--- src/sv/uts_pkg.sv ---
`timescale 1ns / 1ps
// ----------------------------------------------------------------------------
// uts_pkg
// Shared types and constants of the unaligned transfer splitter: operation
// kinds, operation slot numbering and fixed field widths.
// ----------------------------------------------------------------------------
package uts_pkg;

  // fixed field widths of the request and operation items
  localparam int unsigned ADDR_W  = 48;
  localparam int unsigned COUNT_W = 32;
  localparam int unsigned OPLEN_W = 33;
  localparam int unsigned FLAGS_W = 8;
  localparam int unsigned KIND_W  = 2;

  // packed stream widths
  localparam int unsigned IN_TDATA_W  = 136;
  localparam int unsigned OUT_TDATA_W = 144;

  // operation kinds carried on tuser
  typedef enum logic [KIND_W-1:0] {
    OP_NONE      = 2'd0,
    OP_TO_BOUNCE = 2'd1,
    OP_DIRECT    = 2'd2,
    OP_BYTE_COPY = 2'd3
  } op_kind_e;

  // emission slots, lowest goes out first
  localparam int unsigned NUM_SLOTS    = 5;
  localparam int unsigned SLOT_FOOT_TB = 0;
  localparam int unsigned SLOT_FOOT_BC = 1;
  localparam int unsigned SLOT_DIRECT  = 2;
  localparam int unsigned SLOT_HEAD_TB = 3;
  localparam int unsigned SLOT_HEAD_BC = 4;

  typedef logic [NUM_SLOTS-1:0] slot_mask_t;

endpackage

--- src/sv/unaligned_transfer_splitter_top.sv ---
`timescale 1ns / 1ps
// ----------------------------------------------------------------------------
// unaligned_transfer_splitter_top
// Splits one copy request into the ordered engine and bounce-buffer
// operations: foot, middle and head pieces for equal line offsets, one padded
// engine copy plus one byte copy for differing offsets, a none op for zero.
// ----------------------------------------------------------------------------
// datapath: the first operation of a request passes the plan register, then
//   the output register
// flow: one operation per cycle while the output is not stalled; a request
//   holds the plan register until its operations (1 to 5) have moved on, the next request
//   enters in the cycle its last operation moves to the output register
// reset: asynchronous, active low; clears the plan slots and output valid
module unaligned_transfer_splitter_top #(
  parameter int unsigned LINE_BYTES   = 128,
  parameter int unsigned ADDRESS_BITS = 48
) (
  input  logic                                clk_i,
  input  logic                                rst_ni,
  // request side
  input  logic                                s_axis_tvalid_i,
  output logic                                s_axis_tready_o,
  // source_address[47:0], target_address[95:48], byte_count[127:96],
  // transfer_flags[135:128]
  input  logic [uts_pkg::IN_TDATA_W-1:0]      s_axis_tdata_i,
  // operation side
  output logic                                m_axis_tvalid_o,
  input  logic                                m_axis_tready_i,
  // op_source[47:0], op_target[95:48], op_length[128:96],
  // op_flags[136:129], zero[143:137]
  output logic [uts_pkg::OUT_TDATA_W-1:0]     m_axis_tdata_o,
  // op_kind[1:0]
  output logic [uts_pkg::KIND_W-1:0]          m_axis_tuser_o,
  // last_op
  output logic                                m_axis_tlast_o
);

  localparam int unsigned LB = $clog2(LINE_BYTES);
  localparam int unsigned AW = (ADDRESS_BITS < uts_pkg::ADDR_W) ? ADDRESS_BITS
                                                                : uts_pkg::ADDR_W;
  localparam logic [uts_pkg::ADDR_W-1:0] AMASK  = {uts_pkg::ADDR_W{1'b1}} >>
                                                  (uts_pkg::ADDR_W - AW);
  localparam logic [uts_pkg::ADDR_W-1:0] LMASK_A = uts_pkg::ADDR_W'(LINE_BYTES - 1);
  localparam logic [uts_pkg::OPLEN_W-1:0] LINE_L = uts_pkg::OPLEN_W'(LINE_BYTES);
  localparam logic [uts_pkg::OPLEN_W-1:0] LMASK_L = uts_pkg::OPLEN_W'(LINE_BYTES - 1);

  // request unpack
  logic [uts_pkg::ADDR_W-1:0]  in_src, in_dst;
  logic [uts_pkg::COUNT_W-1:0] in_len;
  logic [uts_pkg::FLAGS_W-1:0] in_flags;

  assign in_src   = s_axis_tdata_i[47:0] & AMASK;
  assign in_dst   = s_axis_tdata_i[95:48] & AMASK;
  assign in_len   = s_axis_tdata_i[127:96];
  assign in_flags = s_axis_tdata_i[135:128];

  // plan of the incoming request
  logic [LB-1:0]               in_off;
  logic                        in_same, in_zero, in_has_off, in_merge;
  logic [LB:0]                 in_room;
  logic [uts_pkg::COUNT_W-1:0] head0, rem, mid, at_ofs, head_len;
  logic [LB-1:0]               foot;
  logic [uts_pkg::OPLEN_W-1:0] head_eng, eng_un;
  uts_pkg::slot_mask_t         in_mask;

  always_comb begin
    in_off     = in_src[LB-1:0];
    in_same    = (in_off == in_dst[LB-1:0]);
    in_zero    = (in_len == '0);
    in_has_off = (in_off != '0);
    in_room    = (LB+1)'(LINE_BYTES) - {1'b0, in_off};
    // head piece up to the first line boundary
    if (!in_has_off) begin
      head0 = '0;
    end else if (in_len > uts_pkg::COUNT_W'(in_room)) begin
      head0 = uts_pkg::COUNT_W'(in_room);
    end else begin
      head0 = in_len;
    end
    rem      = in_len - head0;
    foot     = rem[LB-1:0];
    mid      = {rem[uts_pkg::COUNT_W-1:LB], {LB{1'b0}}};
    in_merge = (rem != '0) && (rem[uts_pkg::COUNT_W-1:LB] == '0);
    at_ofs   = in_len - uts_pkg::COUNT_W'(foot);
    head_len = in_merge ? in_len : head0;
    head_eng = (in_has_off ? LINE_L : '0) + (in_merge ? LINE_L : '0);
    // padded engine copy for differing offsets, always one extra line
    eng_un   = (({1'b0, in_len} + uts_pkg::OPLEN_W'(in_off)) & ~LMASK_L) + LINE_L;
    // which operations this request needs
    in_mask = '0;
    if (in_zero) begin
      in_mask[uts_pkg::SLOT_HEAD_BC] = 1'b1;
    end else if (in_same) begin
      in_mask[uts_pkg::SLOT_FOOT_TB] = !in_merge && (foot != '0);
      in_mask[uts_pkg::SLOT_FOOT_BC] = !in_merge && (foot != '0);
      in_mask[uts_pkg::SLOT_DIRECT]  = (mid != '0);
      in_mask[uts_pkg::SLOT_HEAD_TB] = (head_len != '0);
      in_mask[uts_pkg::SLOT_HEAD_BC] = (head_len != '0);
    end else begin
      in_mask[uts_pkg::SLOT_HEAD_TB] = 1'b1;
      in_mask[uts_pkg::SLOT_HEAD_BC] = 1'b1;
    end
  end

  // plan register
  uts_pkg::slot_mask_t         mask_q, mask_d;
  logic [uts_pkg::ADDR_W-1:0]  src_q, dst_q;
  logic [LB-1:0]               off_q, foot_q;
  logic [uts_pkg::COUNT_W-1:0] at_q, head_q, mid_q;
  logic [uts_pkg::OPLEN_W-1:0] eng_q;
  logic [uts_pkg::FLAGS_W-1:0] flags_q;
  logic                        zero_q;

  // emission select, lowest pending slot first
  uts_pkg::slot_mask_t         sel, rest;
  logic                        out_move, in_take, sel_last;
  logic [uts_pkg::COUNT_W-1:0] ofs;
  logic [uts_pkg::ADDR_W-1:0]  src_sum, dst_sum;

  assign sel      = mask_q & (~mask_q + uts_pkg::slot_mask_t'(1));
  assign rest     = mask_q & ~sel;
  assign sel_last = (rest == '0);
  assign out_move = (mask_q != '0) && (!m_axis_tvalid_o || m_axis_tready_i);
  assign in_take  = s_axis_tvalid_i && s_axis_tready_o;
  assign s_axis_tready_o = (mask_q == '0) || (out_move && sel_last);

  always_comb begin
    if (in_take) begin
      mask_d = in_mask;
    end else if (out_move) begin
      mask_d = rest;
    end else begin
      mask_d = mask_q;
    end
  end

  always_ff @(posedge clk_i or negedge rst_ni) begin
    if (!rst_ni) begin
      mask_q <= '0;
    end else begin
      mask_q <= mask_d;
    end
  end

  always_ff @(posedge clk_i) begin
    if (in_take) begin
      src_q   <= in_src;
      dst_q   <= in_dst;
      off_q   <= in_off;
      foot_q  <= foot;
      at_q    <= at_ofs;
      mid_q   <= mid;
      head_q  <= in_same ? head_len : in_len;
      eng_q   <= in_same ? head_eng : eng_un;
      flags_q <= in_flags;
      zero_q  <= in_zero;
    end
  end

  // operation fields of the selected slot
  uts_pkg::op_kind_e           kind_d;
  logic [uts_pkg::ADDR_W-1:0]  osrc_d, otgt_d;
  logic [uts_pkg::OPLEN_W-1:0] olen_d;

  assign ofs     = (sel[uts_pkg::SLOT_FOOT_TB] || sel[uts_pkg::SLOT_FOOT_BC]) ? at_q : head_q;
  assign src_sum = (src_q + uts_pkg::ADDR_W'(ofs)) & AMASK;
  assign dst_sum = (dst_q + uts_pkg::ADDR_W'(ofs)) & AMASK;

  always_comb begin
    kind_d = uts_pkg::OP_NONE;
    osrc_d = '0;
    otgt_d = '0;
    olen_d = '0;
    priority if (sel[uts_pkg::SLOT_FOOT_TB]) begin
      kind_d = uts_pkg::OP_TO_BOUNCE;
      osrc_d = src_sum;
      olen_d = LINE_L;
    end else if (sel[uts_pkg::SLOT_FOOT_BC]) begin
      kind_d = uts_pkg::OP_BYTE_COPY;
      otgt_d = dst_sum;
      olen_d = uts_pkg::OPLEN_W'(foot_q);
    end else if (sel[uts_pkg::SLOT_DIRECT]) begin
      kind_d = uts_pkg::OP_DIRECT;
      osrc_d = src_sum;
      otgt_d = dst_sum;
      olen_d = uts_pkg::OPLEN_W'(mid_q);
    end else if (sel[uts_pkg::SLOT_HEAD_TB]) begin
      kind_d = uts_pkg::OP_TO_BOUNCE;
      osrc_d = src_q & ~LMASK_A;
      olen_d = eng_q;
    end else if (sel[uts_pkg::SLOT_HEAD_BC] && !zero_q) begin
      kind_d = uts_pkg::OP_BYTE_COPY;
      osrc_d = uts_pkg::ADDR_W'(off_q);
      otgt_d = dst_q;
      olen_d = uts_pkg::OPLEN_W'(head_q);
    end else begin
      // zero-length request: none op with cleared fields
      kind_d = uts_pkg::OP_NONE;
    end
  end

  // output register
  logic                        ovalid_q, ovalid_d;
  uts_pkg::op_kind_e           kind_q;
  logic [uts_pkg::ADDR_W-1:0]  osrc_q, otgt_q;
  logic [uts_pkg::OPLEN_W-1:0] olen_q;
  logic [uts_pkg::FLAGS_W-1:0] oflags_q;
  logic                        olast_q;

  assign ovalid_d = out_move || (ovalid_q && !m_axis_tready_i);

  always_ff @(posedge clk_i or negedge rst_ni) begin
    if (!rst_ni) begin
      ovalid_q <= 1'b0;
    end else begin
      ovalid_q <= ovalid_d;
    end
  end

  always_ff @(posedge clk_i) begin
    if (out_move) begin
      kind_q   <= kind_d;
      osrc_q   <= osrc_d;
      otgt_q   <= otgt_d;
      olen_q   <= olen_d;
      oflags_q <= flags_q;
      olast_q  <= sel_last;
    end
  end

  assign m_axis_tvalid_o = ovalid_q;
  assign m_axis_tuser_o  = kind_q;
  assign m_axis_tlast_o  = olast_q;
  assign m_axis_tdata_o  = {7'd0, oflags_q, olen_q, otgt_q, osrc_q};

endmodule

--- config.mk ---
export PLATFORM = sky130hd
export DESIGN_NAME = unaligned_transfer_splitter_top
export DESIGN_NICKNAME = d
export VERILOG_FILES = /design/src/sv/uts_pkg.sv /design/src/sv/unaligned_transfer_splitter_top.sv
export SDC_FILE = /design/constraint.sdc
export NUM_CORES = 1
export LEC_CHECK = 0
export ABC_CLOCK_PERIOD_IN_PS = 8400
export BUFFER_PORTS_ARGS = -buffer_cell sky130_fd_sc_hd__buf_4
export CAP_MARGIN = 10
export CORE_ASPECT_RATIO = 2
export CORE_MARGIN = 3
export CORE_UTILIZATION = 50
export CTS_BUF_LIST = sky130_fd_sc_hd__clkbuf_8
export DETAILED_ROUTE_END_ITERATION = 8
export PLACE_DENSITY = 0.75
export SYNTH_ARGS = -nofsm -noshare
export SYNTH_HDL_FRONTEND = slang
export SYNTH_SLANG_ARGS = --single-unit
--- constraint.sdc ---
create_clock -name clk_i -period 8.4 [get_ports clk_i]
set_input_delay 0.42 -clock clk_i [delete_from_list [all_inputs] [get_ports clk_i]]
set_output_delay 0.42 -clock clk_i [all_outputs]
set_load 0.005 [all_outputs]
==> impl_metrics.py, run 1 <==
metrics = {
    "status": {
        "status": "complete, no violations",
    },
    "global_routing": {
        "grt_pass1_vias": 18113,
        "grt_util_met1_pct": 28.8,
        "use_met2_pct": 51.2,
        "grt.total_usage_pct": 27.2,
        "antenna_found_initial": 5,
        "grt_max_degree": 118,
        "grt-ovfl-total": 0,
        "grt_pass1_wl_um": 98400,
        "busiest_layer": "met2",
        "grt_util_met3_pct": 3.22,
    },
    "floorplan": {
        "rows": 107,
        "die_area_sq_mm": 0.0458,
        "io_pins": 289,
        "core_sq_mm": 0.0426,
        "die_w_um": 153,
        "die_h_um": 300,
        "start_util_pct": 50.6,
    },
    "critical_path": {
        "crit_path_end_kind": "flop",
        "critical_path.max_fanout": 16,
        "crit_start": "s_axis_tdata_i[4]",
        "crit_path_start_kind": "primary input",
        "reg2reg_from": "mask_q[0]",
        "required_ns": 8.75,
        "slowest_stage": "nor4_2",
        "critical_path.max_stage_delay_ns": 0.47,
        "crit_arrival_ns": 7.14,
        "path_class": "in -> reg",
    },
    "timing": {
        "fin_setup_tns_ns": 0,
        "drv_slew": 0,
        "min_period_ns": 6.79,
        "rsz0062_at_grt": "false",
        "finalCritPeriodShare_pct": 80.9,
        "final-setup-viol-count": 0,
        "hold_viol_final": 0,
        "hold_ws_ns": 0.0550,
        "fmax_ghz": 0.147,
        "slew_headroom_pct": 25.1,
        "clock_skew_ns": 0.0303,
        "worst_slew_pin_slew_ns": 1.12,
    },
    "yosys": {
        "synthFlopType": "edfxtp_1",
        "ys_types": 88,
        "async_reset_ff_share_pct": 1.61,
        "syn_avg_cell_area_sq_um": 10.6,
        "synth_edf_count": 367,
        "synth_area_sq_mm": 0.0215,
        "ys_seq_area_share_pct": 51.9,
        "synth-seq-cells": 373,
        "yosys_warnings": 0,
        "syn_inst": 2032,
    },
    "routing": {
        "drt_iter0_drc": 1704,
        "vias": 17852,
        "ant_nets": 0,
        "dr.pass1.iters": 6,
        "avgRoutedWirePerCell_um": 21.7,
        "via_per_inst": 5.94,
        "drc": 0,
        "wl_um": 65100,
    },
    "placement": {
        "gp_congestion": 0.949,
        "dp_hpwl_um": 48300,
        "io_buffers": 281,
        "dpl.cell_count": 2806,
    },
    "worst_hold_path": {
        "hold_start": "s_axis_tdata_i[4]",
        "hp-class": "in -> reg",
    },
    "run": {
        "maxCapViolations": 0,
    },
    "pwr": {
        "p_leak_nw": 10.6,
        "power.density_mw_per_mm2": 294,
        "vdd_drop_max_v": 0.000181,
    },
    "clock_network": {
        "cts_sinks": 373,
        "cts_buffers": 53,
        "clk_pin_slew_ns": 0.07,
        "cts_tree": "yes",
        "clock-root-buffer": "clkbuf_8",
        "clk_latency_ns": 0.62,
        "post_cts_resized": 0,
        "htree_num_levels": 2,
        "cts_buffer_depth": 3,
    },
    "layout": {
        "drive_above_1_share_pct": 16.9,
        "fin_nets": 2679,
        "syn_to_final_growth_pct": 22.3,
        "stdcell_count": 3006,
    },
}
-- flip-flops by register name, indices dropped and copies added, names as in the netlist --
signal	count
osrc_q	48
mid_q	25
olen_q	33
foot_q	7
m_axis_tuser_o	2
head_q	32
m_axis_tlast_o	1
dst_q	48
oflags_q	8
at_q	32
otgt_q	48
eng_q	26
mask_q	5
zero_q	1
flags_q	8
m_axis_tvalid_o	1
src_q	48
-- Yosys cell counts, drive strengths merged, types with 25 or more instances --
master | number | share of area (%)
nand2b | 25 | 0.73
o21ai | 167 | 3.9
ha | 121 | 7.0
xnor2 | 68 | 2.8
nand2 | 273 | 4.8
nor3 | 32 | 0.74
a21o | 42 | 1.5
inv | 74 | 1.3
nand3 | 50 | 1.2
a21oi | 123 | 2.9
nor2 | 115 | 2.0
nor2b | 37 | 1.1
clkbuf | 75 | 1.3
edfxtp | 367 | 51
xor2 | 72 | 2.9
-- worst max-delay path: cells and delay by family --
| kind | cells | cell delay, ns |
|---|---|---|
| fa+ha+maj | 3 | 0.91 |
| simple gates | 13 | 2.52 |
| compound gates | 8 | 2.19 |
| mux | 1 | 0.39 |
| buf+inv | 4 | 0.71 |
-- logic make-up (layout without fill, tap and decap cells) --
logic type | after synthesis | count (layout) | synth area share [%]
fa+ha+maj | 127 | 127 | 7.49
other cells | 2 | 35 | 0.0349
mux | 12 | 12 | 0.569
xor+xnor | 140 | 140 | 5.69
compound gates | 533 | 533 | 16.1
flops | 373 | 373 | 51.9
simple gates | 675 | 675 | 15.1
buf+inv | 170 | 566 | 3.17
-- final timing paths --
kind | end | depth (start not counted) | slack, ns
max in group asynchronous | mask_q[3] | 2 | 8.04
worst max-delay path | head_q[0] | 29 | 1.61
worst min register to register | oflags_q[5] | 0 | 0.42
worst min-delay path | src_q[4] | 1 | 0.05
worst max register to register | otgt_q[44] | 15 | 2.93
min in group asynchronous | m_axis_tvalid_o | 2 | 0.23
-- cell type report --
type | instances | area, sq um
flip-flops and latches | 373 | 11200
well taps | 545 | 682
clock inverters | 44 | 420
clock buffers | 53 | 729
fillers | 3407 | 16200
inverters | 75 | 289
multi-input cells | 1517 | 9830
repair buffers | 394 | 3220
diodes | 5 | 12.5
-- power by group --
group	total [W]	leakage [nW]	internal (W)	switching, W
clock	0.00157	0.608	0.000822	0.000751
sequential	0.00317	3.63	0.00289	0.000283
combinational	0.00299	6.37	0.00121	0.00178
total	0.00773	10.6	0.00492	0.00282
-- stage by stage --
stage          utilization, %  total power, W  setup WS (ns)  cell area (sq um)
2_1_floorplan               -         0.00499           2.07              21700
3_3_place_gp             56.9         0.00602           1.28              24200
3_5_place_dp             56.9         0.00611           1.07              24200
4_1_cts                  61.9         0.00773           1.72              26300
5_1_grt                  61.9         0.00815           1.18              26300
6_report                 61.9         0.00773           1.61              26300
-- what timing repair did --
| action | 4_1_cts | 5_1_grt |
|---|---|---|
| hold endpoints to repair | 103 | 0 |
| setup buffers | 0 | 0 |
| hold buffers | 98 | 0 |
-- per-layer routing --
| layer | vias to the layer above | part of all wire, % |
|---|---|---|
| li1 | 8321 | - |
| met1 | 8451 | 34 |
| met2 | 854 | 53 |
| met3 | 226 | 6.0 |
| met4 | 0 | 6.4 |
| met5 | - | 0 |
-- placed cells by master, fill, tap and decap left out, types with 11 or more instances in the layout --
cell type	count
nor4_1	16
conb_1	30
nand2_1	273
nor2_1	112
a211oi_1	11
ha_1	121
o21bai_1	11
buf_4	295
and3_1	19
edfxtp_1	367
o31ai_1	11
a31oi_1	13
o21a_1	20
dlygate4sd3_1	98
nand4_1	24
nor3_1	32
nand2b_1	25
or3_1	22
a21oi_1	121
o211ai_1	20
nor2b_1	37
and2_1	13
nand3_1	50
a21o_1	42
xor2_1	72
xnor2_1	68
inv_1	85
clkbuf_8	53
a222oi_1	24
o21ai_0	157
No activity file was read; power rests on OpenSTA's default activity.
==> run 2: changes to the inputs <==
Settings changed: ABC_CLOCK_PERIOD_IN_PS 8400 to 6800, PLACE_DENSITY 0.75 to 0.72.
Clock period 8.4 ns to 6.8 ns, I/O delays scaled along.
==> impl_metrics.py, run 2 (synthesized netlist as in run 1, its figures left out) <==
metrics = {
    "timing": {
        "hold_viol_final": 0,
        "fin_setup_tns_ns": 0,
        "finalCritPeriodShare_pct": 93.7,
        "rsz0062_at_grt": "false",
        "worst_slew_pin_slew_ns": 1.19,
        "final-setup-viol-count": 0,
        "fmax_ghz": 0.157,
        "drv_slew": 0,
        "min_period_ns": 6.37,
        "clock_skew_ns": 0.0376,
        "slew_headroom_pct": 19.9,
    },
    "placement": {
        "dpl-instance-area_sq_mm": 0.0243,
        "io_buffers": 281,
        "gp_congestion": 0.923,
        "dpl.cell_count": 2819,
        "dp_hpwl_um": 48600,
    },
    "critical_path": {
        "critical_path.max_stage_delay_ns": 0.54,
        "cp_top_family": "simple AND/OR/NAND/NOR gates",
        "cp.buffers_inverters": 6,
        "crit_path_end_kind": "flop",
        "required_ns": 7.12,
        "crit_path_start_kind": "primary input",
        "crit_arrival_ns": 6.69,
        "slowest_stage": "dlygate4sd3_1",
        "path_class": "in -> reg",
        "critical_path.max_fanout": 15,
    },
    "layout": {
        "final_util_pct": 62.2,
        "final_cell_mix": "367 x edfxtp_1, 309 x buf_4, 273 x nand2_1",
        "fin_nets": 2698,
        "regArea_sq_mm": 0.0112,
        "fillers": 3446,
        "multiInputGateArea_sq_mm": 0.00983,
        "drive_above_1_share_pct": 16.9,
        "syn_to_final_growth_pct": 22.9,
        "final_common_cell": "edfxtp_1",
        "stdcell_area_sq_mm": 0.0265,
        "stdcell_count": 3022,
    },
    "global_routing": {
        "grt_pass1_wl_um": 99700,
        "grt.total_usage_pct": 27.6,
        "grt-ovfl-total": 0,
        "grt_max_degree": 163,
        "grt_pass1_vias": 18149,
        "antenna_found_initial": 3,
    },
    "clock_network": {
        "clk_latency_ns": 0.62,
        "htree_num_levels": 2,
        "cts_tree": "yes",
        "clock-root-buffer": "clkbuf_8",
        "cts_buffer_depth": 3,
        "clk_pin_slew_ns": 0.06,
        "cts_buffers": 51,
        "cts_sinks": 373,
    },
    "floorplan": {
        "start_util_pct": 50.6,
        "die_h_um": 300,
        "io_pins": 289,
        "die_area_sq_mm": 0.0458,
        "core_sq_mm": 0.0426,
        "rows": 107,
        "die_w_um": 153,
    },
    "status": {
        "status": "complete, no violations",
    },
    "run": {
        "maxCapViolations": 0,
    },
    "routing": {
        "avgRoutedWirePerCell_um": 21.6,
        "drt_iter0_drc": 1425,
        "ant_nets": 0,
        "vias": 17886,
        "dr.pass1.iters": 7,
        "via_per_inst": 5.92,
        "drc": 0,
        "wl_um": 65200,
    },
    "pwr": {
        "power_w": 0.00950,
        "vdd_drop_max_v": 0.000240,
        "p_leak_nw": 10.7,
        "power.density_mw_per_mm2": 359,
    },
    "worst_hold_path": {
        "hp-class": "in -> reg",
    },
}
## run 2: cell types whose count changed in the layout (fill, tap and decap cells not counted), moves of 2 or more
| cell | previous run | this run |
|---|---|---|
| clkinv_2 | 10 | 8 |
| diode_2 | 5 | 3 |
| inv_6 | 3 | 1 |
| clkinv_1 | 2 | 13 |
| buf_4 | 295 | 309 |
| clkinvlp_4 | 9 | 2 |
| dlygate4sd3_1 | 98 | 104 |
| clkinv_4 | 2 | 0 |
## run 2: timing repair
action,in CTS,in global routing
setup endpoints to repair,0,3
hold endpoints to repair,109,0
setup buffers,0,2
gates resized for setup,0,1
hold buffers,104,0
## run 2: final cells by class
type	count	share of cell area (%)
timing repair buffer	415	12.8
sequential	373	42.2
antenna	3	0.0284
clock buffer	52	2.70
multi-input combinational	1517	37.2
clock inverter	42	1.42
tap	545	2.58
inverter	75	1.09
## run 2: worst register-to-register path: cells and delay by family, from the launching register on
kind | cells | cell delay (ns)
AOI/OAI and AO/OA | 9 | 2.90
adders and majority gates | 2 | 0.48
and+or+nand+nor | 4 | 1.23
DFF | 1 | 0.64
## run 2: final timing paths
kind,slack [ns],endpoint,from,cells past startpoint
max,0.43,head_q[6],s_axis_tdata_i[4],31
min,0.08,src_q[6],s_axis_tdata_i[6],1
max reg2reg,1.34,otgt_q[46],mask_q[0],15
min reg2reg,0.42,oflags_q[0],flags_q[0],0
max in group asynchronous,6.58,mask_q[1],rst_ni,2
min in group asynchronous,0.09,m_axis_tvalid_o,rst_ni,2
## run 2: power by group
group | internal (W) | leakage (nW) | switching, W | total [W]
logic | 0.00150 | 6.47 | 0.00220 | 0.00370
registers | 0.00357 | 3.63 | 0.000362 | 0.00393
clock network | 0.000987 | 0.593 | 0.000891 | 0.00188
## run 2: metal layers
metal | up-vias | part of all wire, % | track usage [%]
met1 | 8500 | 34 | 29.7
met5 | - | 0 | 0
li1 | 8380 | - | -
met3 | 206 | 5.7 | 2.83
met2 | 800 | 53 | 51.2
met4 | 0 | 7.0 | 17.2
## run 2: per-stage QoR
| step | hold WS [ns] | setup slack [ns] |
|---|---|---|
| 2_1_floorplan | 0.0444 | 0.468 |
| 3_3_place_gp | 0.156 | 0.472 |
| 3_5_place_dp | 0.158 | 0.376 |
| 4_1_cts | 0.0366 | 0.456 |
| 5_1_grt | 0.0535 | 0.000222 |
| 6_report | 0.0834 | 0.429 |
